--- src/sv/sliding_window_arq_sender_core_macros.svh ---
// Assertion macros for the sliding window ARQ sender core.
`ifndef SLIDING_WINDOW_ARQ_SENDER_CORE_MACROS_SVH
`define SLIDING_WINDOW_ARQ_SENDER_CORE_MACROS_SVH

// Same-cycle implication, checked out of reset.
`define SWARQ_ASSERT_SAME(label, ante, cons) \
    label: assert property (@(posedge clk) disable iff (!rst_n) (ante) |-> (cons)) \
        else $error("swarq: same-cycle check failed");

// Next-cycle implication, checked out of reset.
`define SWARQ_ASSERT_NEXT(label, ante, cons) \
    label: assert property (@(posedge clk) disable iff (!rst_n) (ante) |=> (cons)) \
        else $error("swarq: next-cycle check failed");

`endif

--- src/sv/swarq_pkg.sv ---
// Shared constants and types for the sliding window ARQ sender core.
package swarq_pkg;

    localparam int WINDOW    = 16;
    localparam int SLOT_W    = $clog2(WINDOW);
    localparam int CNT_W     = $clog2(WINDOW + 1);
    localparam int OFF_W     = 32;
    localparam int BYTES_W   = 11;
    localparam int LIMIT_W   = 5;
    localparam int DUP_W     = 2;
    localparam int FUNC_W    = 2;
    localparam int KIND_W    = 2;
    localparam int CFG_IDX_W = 2;
    localparam int CHUNK_MAX = 1024;
    localparam int DUP_ARM   = 2;
    localparam int MAX_OUT   = 16;
    localparam int SEND_LIMIT_RST = 8;

    localparam int S_TDATA_W = ((BYTES_W + OFF_W + 7) / 8) * 8;
    localparam int M_FIELDS_W = SLOT_W + 2 * OFF_W + 2;
    localparam int M_TDATA_W = ((M_FIELDS_W + 7) / 8) * 8;
    localparam int SEG_W     = 2 * OFF_W;

    localparam logic [CFG_IDX_W-1:0] REG_TOTAL_LENGTH = CFG_IDX_W'(0);
    localparam logic [CFG_IDX_W-1:0] REG_SEND_LIMIT   = CFG_IDX_W'(1);

    typedef enum logic [FUNC_W-1:0] {
        FN_CHUNK = 2'd0,
        FN_ACK   = 2'd1,
        FN_TICK  = 2'd2,
        FN_SEND  = 2'd3
    } func_t;

    typedef enum logic [KIND_W-1:0] {
        KIND_NONE    = 2'd0,
        KIND_NEW     = 2'd1,
        KIND_FAST    = 2'd2,
        KIND_TIMEOUT = 2'd3
    } kind_t;

endpackage

--- src/sv/sliding_window_arq_sender_core.sv ---
// Go-back-N ARQ sender window controller with fast retransmit (top level).
// An advancing ack slides the window slot by slot; a tick may emit a beat per outstanding segment.
// Takes one event at a time; not ready while an event is in work.
// Reset: async active low; pointers, counters, flags cleared, send_limit 8; slot RAM not cleared.
`include "sliding_window_arq_sender_core_macros.svh"

module sliding_window_arq_sender_core
    import swarq_pkg::*;
(
    input  logic                  clk,
    input  logic                  rst_n,
    input  logic                  cfg_we,
    input  logic [CFG_IDX_W-1:0]  cfg_index,
    input  logic [OFF_W-1:0]      cfg_data,
    input  logic                  s_tvalid,
    output logic                  s_tready,
    input  logic [S_TDATA_W-1:0]  s_tdata,   // chunk_bytes, ack_offset, zero pad
    input  logic [FUNC_W-1:0]     s_tuser,   // func
    output logic                  m_tvalid,
    input  logic                  m_tready,
    output logic [M_TDATA_W-1:0]  m_tdata,   // slot, seg_start, seg_end, accepted, done_res, pad
    output logic [KIND_W-1:0]     m_tuser,   // kind
    output logic                  m_tlast
);

    typedef enum logic [10:0] {
        ST_IDLE      = 11'b000_0000_0001,
        ST_EXEC      = 11'b000_0000_0010,
        ST_ACK_CMP   = 11'b000_0000_0100,
        ST_SLIDE_RD  = 11'b000_0000_1000,
        ST_SLIDE_CHK = 11'b000_0001_0000,
        ST_TICK_RD   = 11'b000_0010_0000,
        ST_TICK_CHK  = 11'b000_0100_0000,
        ST_RD_WAIT   = 11'b000_1000_0000,
        ST_SEND_OUT  = 11'b001_0000_0000,
        ST_RES_OUT   = 11'b010_0000_0000,
        ST_EMIT_ZERO = 11'b100_0000_0000
    } state_t;

    state_t               state_reg, state_next;
    logic [OFF_W-1:0]     total_reg, total_next;
    logic [LIMIT_W-1:0]   limit_reg, limit_next;
    logic [SLOT_W-1:0]    base_reg, base_next;
    logic [SLOT_W-1:0]    next_send_reg, next_send_next;
    logic [SLOT_W-1:0]    fill_reg, fill_next;
    logic [SLOT_W-1:0]    walk_reg, walk_next;
    logic [CNT_W-1:0]     occupancy_reg, occupancy_next;
    logic [CNT_W-1:0]     in_flight_reg, in_flight_next;
    logic [CNT_W-1:0]     cnt_reg, cnt_next;
    logic [OFF_W-1:0]     running_reg, running_next;
    logic [OFF_W-1:0]     last_ack_reg, last_ack_next;
    logic [OFF_W-1:0]     tick_mark_reg, tick_mark_next;
    logic [DUP_W-1:0]     dup_reg, dup_next;
    logic                 fast_reg, fast_next;
    logic                 finished_reg, finished_next;
    kind_t                send_kind_reg, send_kind_next;
    logic                 out_valid_reg;

    func_t                func_reg;
    logic [BYTES_W-1:0]   bytes_reg;
    logic [OFF_W-1:0]     ack_reg;

    kind_t                out_kind_reg, out_kind;
    logic [SLOT_W-1:0]    out_slot_reg, out_slot;
    logic [OFF_W-1:0]     out_start_reg, out_start;
    logic [OFF_W-1:0]     out_end_reg, out_end;
    logic                 out_last_reg, out_last;
    logic                 out_acc_reg, out_acc;
    logic                 out_done_reg, out_done;
    logic                 out_load;
    logic                 out_free;

    logic                 ram_we;
    logic [SEG_W-1:0]     ram_rdata;
    logic [OFF_W-1:0]     rd_start;
    logic [OFF_W-1:0]     rd_end;

    logic [OFF_W-1:0]     op_a;
    logic [OFF_W-1:0]     op_b;
    logic                 op_sub;
    logic [OFF_W:0]       alu_sum;
    logic                 cmp_lt;
    logic                 cmp_eq;
    logic [OFF_W-1:0]     add_sat;

    logic [BYTES_W-1:0]   bytes_clamp;
    logic [LIMIT_W-1:0]   lim;
    logic [OFF_W-1:0]     tick_now;

    swarq_ram #(
        .WIDTH (SEG_W),
        .DEPTH (WINDOW)
    ) u_slot_ram (
        .clk   (clk),
        .we    (ram_we),
        .waddr (fill_reg),
        .wdata ({add_sat, running_reg}),
        .raddr (walk_reg),
        .rdata (ram_rdata)
    );

    assign rd_start = ram_rdata[OFF_W-1:0];
    assign rd_end   = ram_rdata[SEG_W-1:OFF_W];

    // shared adder: add with saturation, or subtract for compare
    always_comb
    begin
        alu_sum = {1'b0, op_a} + (op_sub ? {1'b0, ~op_b} : {1'b0, op_b})
                  + {{OFF_W{1'b0}}, op_sub};
        cmp_lt  = op_sub & ~alu_sum[OFF_W];
        cmp_eq  = (op_a == op_b);
        add_sat = alu_sum[OFF_W] ? {OFF_W{1'b1}} : alu_sum[OFF_W-1:0];
    end

    assign bytes_clamp = (bytes_reg > BYTES_W'(CHUNK_MAX)) ? BYTES_W'(CHUNK_MAX) : bytes_reg;
    assign lim         = (limit_reg > LIMIT_W'(MAX_OUT)) ? LIMIT_W'(MAX_OUT) : limit_reg;
    assign tick_now    = (occupancy_reg != '0) ? rd_end : running_reg;
    assign out_free    = ~out_valid_reg | m_tready;
    assign s_tready    = (state_reg == ST_IDLE);

    always_comb
    begin
        state_next     = state_reg;
        total_next     = total_reg;
        limit_next     = limit_reg;
        base_next      = base_reg;
        next_send_next = next_send_reg;
        fill_next      = fill_reg;
        walk_next      = walk_reg;
        occupancy_next = occupancy_reg;
        in_flight_next = in_flight_reg;
        cnt_next       = cnt_reg;
        running_next   = running_reg;
        last_ack_next  = last_ack_reg;
        tick_mark_next = tick_mark_reg;
        dup_next       = dup_reg;
        fast_next      = fast_reg;
        finished_next  = finished_reg;
        send_kind_next = send_kind_reg;
        ram_we         = 1'b0;
        out_load       = 1'b0;
        out_kind       = KIND_NONE;
        out_slot       = '0;
        out_start      = '0;
        out_end        = '0;
        out_last       = 1'b1;
        out_acc        = 1'b0;
        out_done       = finished_reg;
        op_a           = ack_reg;
        op_b           = total_reg;
        op_sub         = 1'b1;

        if (cfg_we)
        begin
            unique case (cfg_index)
                REG_TOTAL_LENGTH: total_next = cfg_data;
                REG_SEND_LIMIT:   limit_next = cfg_data[LIMIT_W-1:0];
                default:          ;
            endcase
        end

        unique case (state_reg)
            ST_IDLE:
            begin
                if (s_tvalid)
                begin
                    state_next = ST_EXEC;
                end
            end
            ST_EXEC:
            begin
                if (finished_reg)
                begin
                    state_next = ST_EMIT_ZERO;
                end
                else
                begin
                    case (func_reg)
                        FN_CHUNK:
                        begin
                            if (occupancy_reg == CNT_W'(WINDOW))
                            begin
                                state_next = ST_EMIT_ZERO;
                            end
                            else
                            begin
                                op_a   = running_reg;
                                op_b   = {{(OFF_W-BYTES_W){1'b0}}, bytes_clamp};
                                op_sub = 1'b0;
                                if (out_free)
                                begin
                                    ram_we         = 1'b1;
                                    running_next   = add_sat;
                                    fill_next      = SLOT_W'(fill_reg + 1'b1);
                                    occupancy_next = CNT_W'(occupancy_reg + 1'b1);
                                    out_load       = 1'b1;
                                    out_slot       = fill_reg;
                                    out_start      = running_reg;
                                    out_end        = add_sat;
                                    out_acc        = 1'b1;
                                    state_next     = ST_IDLE;
                                end
                            end
                        end
                        FN_ACK:
                        begin
                            if (!cmp_lt)
                            begin
                                finished_next = 1'b1;
                                state_next    = ST_EMIT_ZERO;
                            end
                            else
                            begin
                                state_next = ST_ACK_CMP;
                            end
                        end
                        FN_TICK:
                        begin
                            walk_next  = base_reg;
                            state_next = ST_TICK_RD;
                        end
                        FN_SEND:
                        begin
                            fast_next = 1'b0;
                            if (fast_reg && in_flight_reg != '0)
                            begin
                                send_kind_next = KIND_FAST;
                                walk_next      = base_reg;
                                state_next     = ST_RD_WAIT;
                            end
                            else if ((in_flight_reg < CNT_W'(lim))
                                     && (in_flight_reg < occupancy_reg))
                            begin
                                send_kind_next = KIND_NEW;
                                walk_next      = next_send_reg;
                                state_next     = ST_RD_WAIT;
                            end
                            else
                            begin
                                state_next = ST_EMIT_ZERO;
                            end
                        end
                        default: state_next = ST_EMIT_ZERO;
                    endcase
                end
            end
            ST_ACK_CMP:
            begin
                op_b = last_ack_reg;
                if (cmp_eq)
                begin
                    if (DUP_W'(dup_reg + 1'b1) >= DUP_W'(DUP_ARM))
                    begin
                        dup_next  = '0;
                        fast_next = 1'b1;
                    end
                    else
                    begin
                        dup_next = DUP_W'(dup_reg + 1'b1);
                    end
                    state_next = ST_EMIT_ZERO;
                end
                else if (cmp_lt)
                begin
                    state_next = ST_EMIT_ZERO;
                end
                else
                begin
                    dup_next      = DUP_W'(1);
                    last_ack_next = ack_reg;
                    walk_next     = base_reg;
                    state_next    = ST_SLIDE_RD;
                end
            end
            ST_SLIDE_RD:
            begin
                state_next = (in_flight_reg == '0) ? ST_EMIT_ZERO : ST_SLIDE_CHK;
            end
            ST_SLIDE_CHK:
            begin
                op_b = rd_end;
                if (cmp_lt)
                begin
                    state_next = ST_EMIT_ZERO;
                end
                else
                begin
                    base_next      = SLOT_W'(base_reg + 1'b1);
                    walk_next      = SLOT_W'(base_reg + 1'b1);
                    occupancy_next = CNT_W'(occupancy_reg - 1'b1);
                    in_flight_next = CNT_W'(in_flight_reg - 1'b1);
                    state_next     = ST_SLIDE_RD;
                end
            end
            ST_TICK_RD:
            begin
                state_next = ST_TICK_CHK;
            end
            ST_TICK_CHK:
            begin
                op_a           = tick_now;
                op_b           = tick_mark_reg;
                tick_mark_next = tick_now;
                if (cmp_eq && in_flight_reg != '0)
                begin
                    cnt_next   = '0;
                    state_next = ST_RES_OUT;
                end
                else
                begin
                    state_next = ST_EMIT_ZERO;
                end
            end
            ST_RD_WAIT:
            begin
                state_next = (func_reg == FN_SEND) ? ST_SEND_OUT : ST_RES_OUT;
            end
            ST_SEND_OUT:
            begin
                if (out_free)
                begin
                    out_load  = 1'b1;
                    out_kind  = send_kind_reg;
                    out_slot  = walk_reg;
                    out_start = rd_start;
                    out_end   = rd_end;
                    if (send_kind_reg == KIND_NEW)
                    begin
                        next_send_next = SLOT_W'(next_send_reg + 1'b1);
                        in_flight_next = CNT_W'(in_flight_reg + 1'b1);
                    end
                    state_next = ST_IDLE;
                end
            end
            ST_RES_OUT:
            begin
                out_last = (CNT_W'(cnt_reg + 1'b1) == in_flight_reg);
                if (out_free)
                begin
                    out_load   = 1'b1;
                    out_kind   = KIND_TIMEOUT;
                    out_slot   = walk_reg;
                    out_start  = rd_start;
                    out_end    = rd_end;
                    cnt_next   = CNT_W'(cnt_reg + 1'b1);
                    walk_next  = SLOT_W'(walk_reg + 1'b1);
                    state_next = out_last ? ST_IDLE : ST_RD_WAIT;
                end
            end
            ST_EMIT_ZERO:
            begin
                if (out_free)
                begin
                    out_load   = 1'b1;
                    state_next = ST_IDLE;
                end
            end
            default: state_next = ST_IDLE;
        endcase
    end

    always_ff @(posedge clk or negedge rst_n)
    begin
        if (!rst_n)
        begin
            state_reg     <= ST_IDLE;
            total_reg     <= '0;
            limit_reg     <= LIMIT_W'(SEND_LIMIT_RST);
            base_reg      <= '0;
            next_send_reg <= '0;
            fill_reg      <= '0;
            walk_reg      <= '0;
            occupancy_reg <= '0;
            in_flight_reg <= '0;
            cnt_reg       <= '0;
            running_reg   <= '0;
            last_ack_reg  <= '0;
            tick_mark_reg <= '0;
            dup_reg       <= '0;
            fast_reg      <= 1'b0;
            finished_reg  <= 1'b0;
            send_kind_reg <= KIND_NONE;
            out_valid_reg <= 1'b0;
        end
        else
        begin
            state_reg     <= state_next;
            total_reg     <= total_next;
            limit_reg     <= limit_next;
            base_reg      <= base_next;
            next_send_reg <= next_send_next;
            fill_reg      <= fill_next;
            walk_reg      <= walk_next;
            occupancy_reg <= occupancy_next;
            in_flight_reg <= in_flight_next;
            cnt_reg       <= cnt_next;
            running_reg   <= running_next;
            last_ack_reg  <= last_ack_next;
            tick_mark_reg <= tick_mark_next;
            dup_reg       <= dup_next;
            fast_reg      <= fast_next;
            finished_reg  <= finished_next;
            send_kind_reg <= send_kind_next;
            if (out_load)
            begin
                out_valid_reg <= 1'b1;
            end
            else if (m_tready)
            begin
                out_valid_reg <= 1'b0;
            end
        end
    end

    always_ff @(posedge clk)
    begin
        if (s_tvalid && s_tready)
        begin
            func_reg  <= func_t'(s_tuser);
            bytes_reg <= s_tdata[BYTES_W-1:0];
            ack_reg   <= s_tdata[BYTES_W +: OFF_W];
        end
        if (out_load)
        begin
            out_kind_reg  <= out_kind;
            out_slot_reg  <= out_slot;
            out_start_reg <= out_start;
            out_end_reg   <= out_end;
            out_last_reg  <= out_last;
            out_acc_reg   <= out_acc;
            out_done_reg  <= out_done;
        end
    end

    assign m_tvalid = out_valid_reg;
    assign m_tuser  = out_kind_reg;
    assign m_tlast  = out_last_reg;
    assign m_tdata  = {{(M_TDATA_W-M_FIELDS_W){1'b0}}, out_done_reg, out_acc_reg,
                       out_end_reg, out_start_reg, out_slot_reg};

    `SWARQ_ASSERT_SAME(a_inflight_le_occ, 1'b1, in_flight_reg <= occupancy_reg)
    `SWARQ_ASSERT_SAME(a_no_store_when_full, ram_we, occupancy_reg != CNT_W'(WINDOW))
    `SWARQ_ASSERT_NEXT(a_finished_sticky, finished_reg, finished_reg)
    `SWARQ_ASSERT_NEXT(a_busy_after_accept, s_tvalid && s_tready, !s_tready)

endmodule

--- src/sv/swarq_ram.sv ---
// Generic single-write, single-read RAM with registered read data.
module swarq_ram #(
    parameter int WIDTH = 64,
    parameter int DEPTH = 16
) (
    input  logic                     clk,
    input  logic                     we,
    input  logic [$clog2(DEPTH)-1:0] waddr,
    input  logic [WIDTH-1:0]         wdata,
    input  logic [$clog2(DEPTH)-1:0] raddr,
    output logic [WIDTH-1:0]         rdata
);

    logic [WIDTH-1:0] mem [DEPTH];

    always_ff @(posedge clk)
    begin
        if (we)
        begin
            mem[waddr] <= wdata;
        end
        rdata <= mem[raddr];
    end

endmodule

--- config.mk ---
export PLATFORM = sky130hd
export DESIGN_NAME = sliding_window_arq_sender_core
export DESIGN_NICKNAME = d
export VERILOG_FILES = /design/src/sv/swarq_pkg.sv /design/src/sv/sliding_window_arq_sender_core.sv /design/src/sv/swarq_ram.sv
export VERILOG_INCLUDE_DIRS = /design/src /design/src/sv
export SDC_FILE = /design/constraint.sdc
export NUM_CORES = 2
export LEC_CHECK = 0
export BUFFER_PORTS_ARGS = -buffer_cell sky130_fd_sc_hd__buf_2
export CORE_ASPECT_RATIO = 0.8
export CORE_UTILIZATION = 45
export CTS_BUF_LIST = sky130_fd_sc_hd__clkbuf_16
export DETAILED_ROUTE_END_ITERATION = 6
export HOLD_SLACK_MARGIN = 0.05
export PLACE_DENSITY = 0.66
export REMOVE_ABC_BUFFERS = 1
export SLEW_MARGIN = 20
export SYNTH_ARGS = -nofsm -noshare
export SYNTH_HDL_FRONTEND = slang
export SYNTH_HIERARCHICAL = 1
export SYNTH_SLANG_ARGS = --single-unit
--- constraint.sdc ---
create_clock -name clk -period 16.7 [get_ports clk]
set_input_delay 2.505 -clock clk [delete_from_list [all_inputs] [get_ports clk]]
set_output_delay 2.505 -clock clk [all_outputs]
set_load 0.03 [all_outputs]
==> flow_summary.ini <==
[worst_setup_path]
timing.rr.end = last_ack_reg[24]
reg2reg_depth = 19
worstPathArrival_ns = 8.45
endpoint_kind = flip-flop
cp_slowest_cell = nor3_1
worstSetupStartpointType = flip-flop
regToRegStartpoint = state_reg[4]
worst-path-buf-inv = 3
worstSetupPathType = flip-flop to flip-flop
cp_common_cell = buf_4
cp.required_ns = 17.33
critical_path.top_delay_family = simple AND/OR/NAND/NOR gates
critical_path_depth = 19
slowest_delay_ns = 0.86
cp_max_fo = 60
path_cells = buf_4 -> nor4_4 -> buf_4 -> nand3_1 -> nor3_1 -> and2_1 -> a211oi_1 -> a21o_1 -> fa_1 -> a211oi_1 -> o21ai_0 -> and3_1 -> o32a_1 -> a2111o_1 -> nand2_1 -> buf_4 -> nand2_1 -> nand3_4 -> mux2_1
rrSetupSlack_ns = 8.88

[worst_hold_path]
hp-start = last_ack_reg[27]
hold_depth = 1
min_to = last_ack_reg[27]
hp-class = flip-flop to flip-flop

[sta]
fmax_mhz = 128
setup_viol = 0
period_needed_ns = 7.82
maxSlewHeadroom = 0.198
period_share = 0.468
slew_violations = 0
skew_ns = 0.0369
tightest_slew_ns = 1.20
setup-tns-final_ns = 0
hold_violations = 0
rsz0062_at_grt = false

[floorplanning]
dieArea_mm2 = 0.129
io_pins = 166
die_w_um = 401
initial_core_util = 0.456
die_h_um = 321
rows = 116
core-area_mm2 = 0.126

[clock_network]
cts_buffers = 138
postCtsSetupBuffers = 0
cts_tree = done
ctsHoldBuffers = 0
path_clk_slew_ns = 0.06
htree_levels = 4
clkLatencyLatePin_ns = 0.78
cts_sinks = 1388
root_buffer = clkbuf_16
cts_max_path_buffers = 3
cts_resized = 0

[global_route]
antenna_found_initial = 7
grt_pass1_wl_um = 227000
grt_pass1_vias = 32462
grtUsageTotal = 0.245
grt_max_degree = 154
grt-ovfl-total = 0

[placement]
io_buffers = 158
dp_hpwl_um = 90500
gp_congestion = 0.948
post_dp_cell_area_mm2 = 0.0600

[pwr]
power.share.sequential = 0.465
pwr-share-clk = 0.268
p_sw_mw = 3.82
p_per_area_mw_per_mm2 = 177
ir_worst_vdd_uv = 122
pwr-share-comb = 0.267
p_int_mw = 7.58
p_leak_nw = 22.6
switching_share = 0.335

[routing]
routed_wl_um = 158000
routedWlPerCell_um = 29.2
via_count = 33501
vias_per_cell = 6.20
final_antenna_net_count = 0
dr.first_iter.drc_count = 3984
drt_pass1_iterations = 6
drc_errors = 0

[layout]
layout_common_cells = edfxtp_1, nand2_1, mux4_2
layout.nets = 3778
largest_register = u_slot_ram/mem
largest_reg_flops = 1024
fin_area_mm2 = 0.0645
final_common_cell = edfxtp_1
syn_to_final_growth_pct = 12.7
antennaDiodeCount = 0
drive_gt1_frac = 0.208
reg_top3 = u_slot_ram/mem (1024), u_slot_ram/rdata (64)

[synthesis]
syn_area_mm2 = 0.0572
ys_async_sr_fraction = 0.131
syn_inst = 3464
synth_edf_count = 1142
yosys.area.top_type = edfxtp_1
synthFlopType = edfxtp_1
yosysSeqAreaShare = 0.701
synth.distinct_cells = 82
ys_warn_count = 6
synth_top_area_frac = 0.599
synth.area.top_cells = edfxtp_1, mux4_2, dfrtp_1
avgSynthCellArea_um2 = 16.5
ys_ff_latch = 1388

[outcome]
outcome = finished clean

[run]
drv_cap = 0
-- worst register-to-register path: stages, from the launching register on --
cell and delay (ns):
dfrtp_2 0.38, buf_4 0.33, nor4_4 0.22, buf_4 0.45
nand3_1 0.63, nor3_1 0.86, and2_1 0.25, a211oi_1 0.07
a21o_1 0.24, fa_1 0.47, a211oi_1 0.33, o21ai_0 0.19
and3_1 0.20, o32a_1 0.46, a2111o_1 0.41, nand2_1 0.68
buf_4 0.39, nand2_1 0.16, nand3_4 0.54, mux2_1 0.41
-- kinds of logic (layout without fill, tap and decap cells) --
logic type | count (synthesis) | in the layout | share of synthesized area
xor+xnor | 73 | 73 | 0.0112
mux | 319 | 319 | 0.113
flops | 1388 | 1388 | 0.701
simple gates | 742 | 742 | 0.0650
compound gates | 628 | 628 | 0.0767
fa+ha+maj | 54 | 54 | 0.0122
buf+inv | 259 | 547 | 0.0203
other cells | 1 | 2 | 0.0000655
-- cells in the mapped netlist, drive strengths merged, types with 27 or more instances --
cell / count
xor2: 31
buf: 72
mux2: 61
nand3: 54
nor2: 143
a31oi: 44
a211oi: 33
nand3b: 59
mux4: 256
a221o: 29
o21ai: 114
xnor2: 42
a22oi: 146
dfrtp: 180
o211ai: 29
a22o: 39
clkbuf: 131
and3: 70
nor3: 27
a21oi: 70
edfxtp: 1142
a21o: 61
dfxtp: 64
inv: 55
ha: 51
nand2: 270
-- how the worst max path moves through the flow --
stage	start	slack [ns]	endpoint
floorplan	state_reg[8]	5.32	u_slot_ram/mem[0][0]
global placement	state_reg[4]	9.16	last_ack_reg[31]
detailed placement	state_reg[4]	9.09	last_ack_reg[1]
CTS	state_reg[4]	9.05	last_ack_reg[1]
global route	state_reg[4]	8.62	last_ack_reg[24]
finish	state_reg[4]	8.88	last_ack_reg[24]
-- per-layer routing --
layer	vias up	global-route usage	wire length [um]
met5	-	0	0
met4	0	0.0936	5340
met3	311	0.0512	16400
met2	1815	0.366	70800
met1	17263	0.354	65300
li1	14112	-	-
-- cell type report --
cell class,instances,area [um^2]
Tap cell,1652,2070
Timing Repair Buffer,233,1410
Clock inverter,117,932
Sequential cell,1388,40100
Fill cell,10157,61100
Clock buffer,141,3530
Inverter,56,213
Multi-Input combinational cell,1818,16200
-- per-stage QoR --
stage	utilization	hold slack, ns	total power [mW]	setup WS (ns)	instances
after floorplan	-	0.446	7.54	5.32	3262
after global routing	0.513	0.501	11.9	8.62	5405
after CTS	0.513	0.487	11.4	9.05	5403
final	0.513	0.482	11.4	8.88	5405
after global placement	0.478	0.466	8.29	9.16	5145
after detailed placement	0.478	0.471	8.37	9.09	5145
-- power groups by stage --
stage | clock network [mW] | registers, mW | logic, mW
after floorplan | 0 | 5.29 | 2.25
after global placement | 0 | 5.33 | 2.96
after detailed placement | 0 | 5.36 | 3.02
after CTS | 3.10 | 5.29 | 3.03
after global routing | 3.24 | 5.34 | 3.29
final | 3.06 | 5.30 | 3.04
Note: power is estimated with default switching activity, not from simulation.
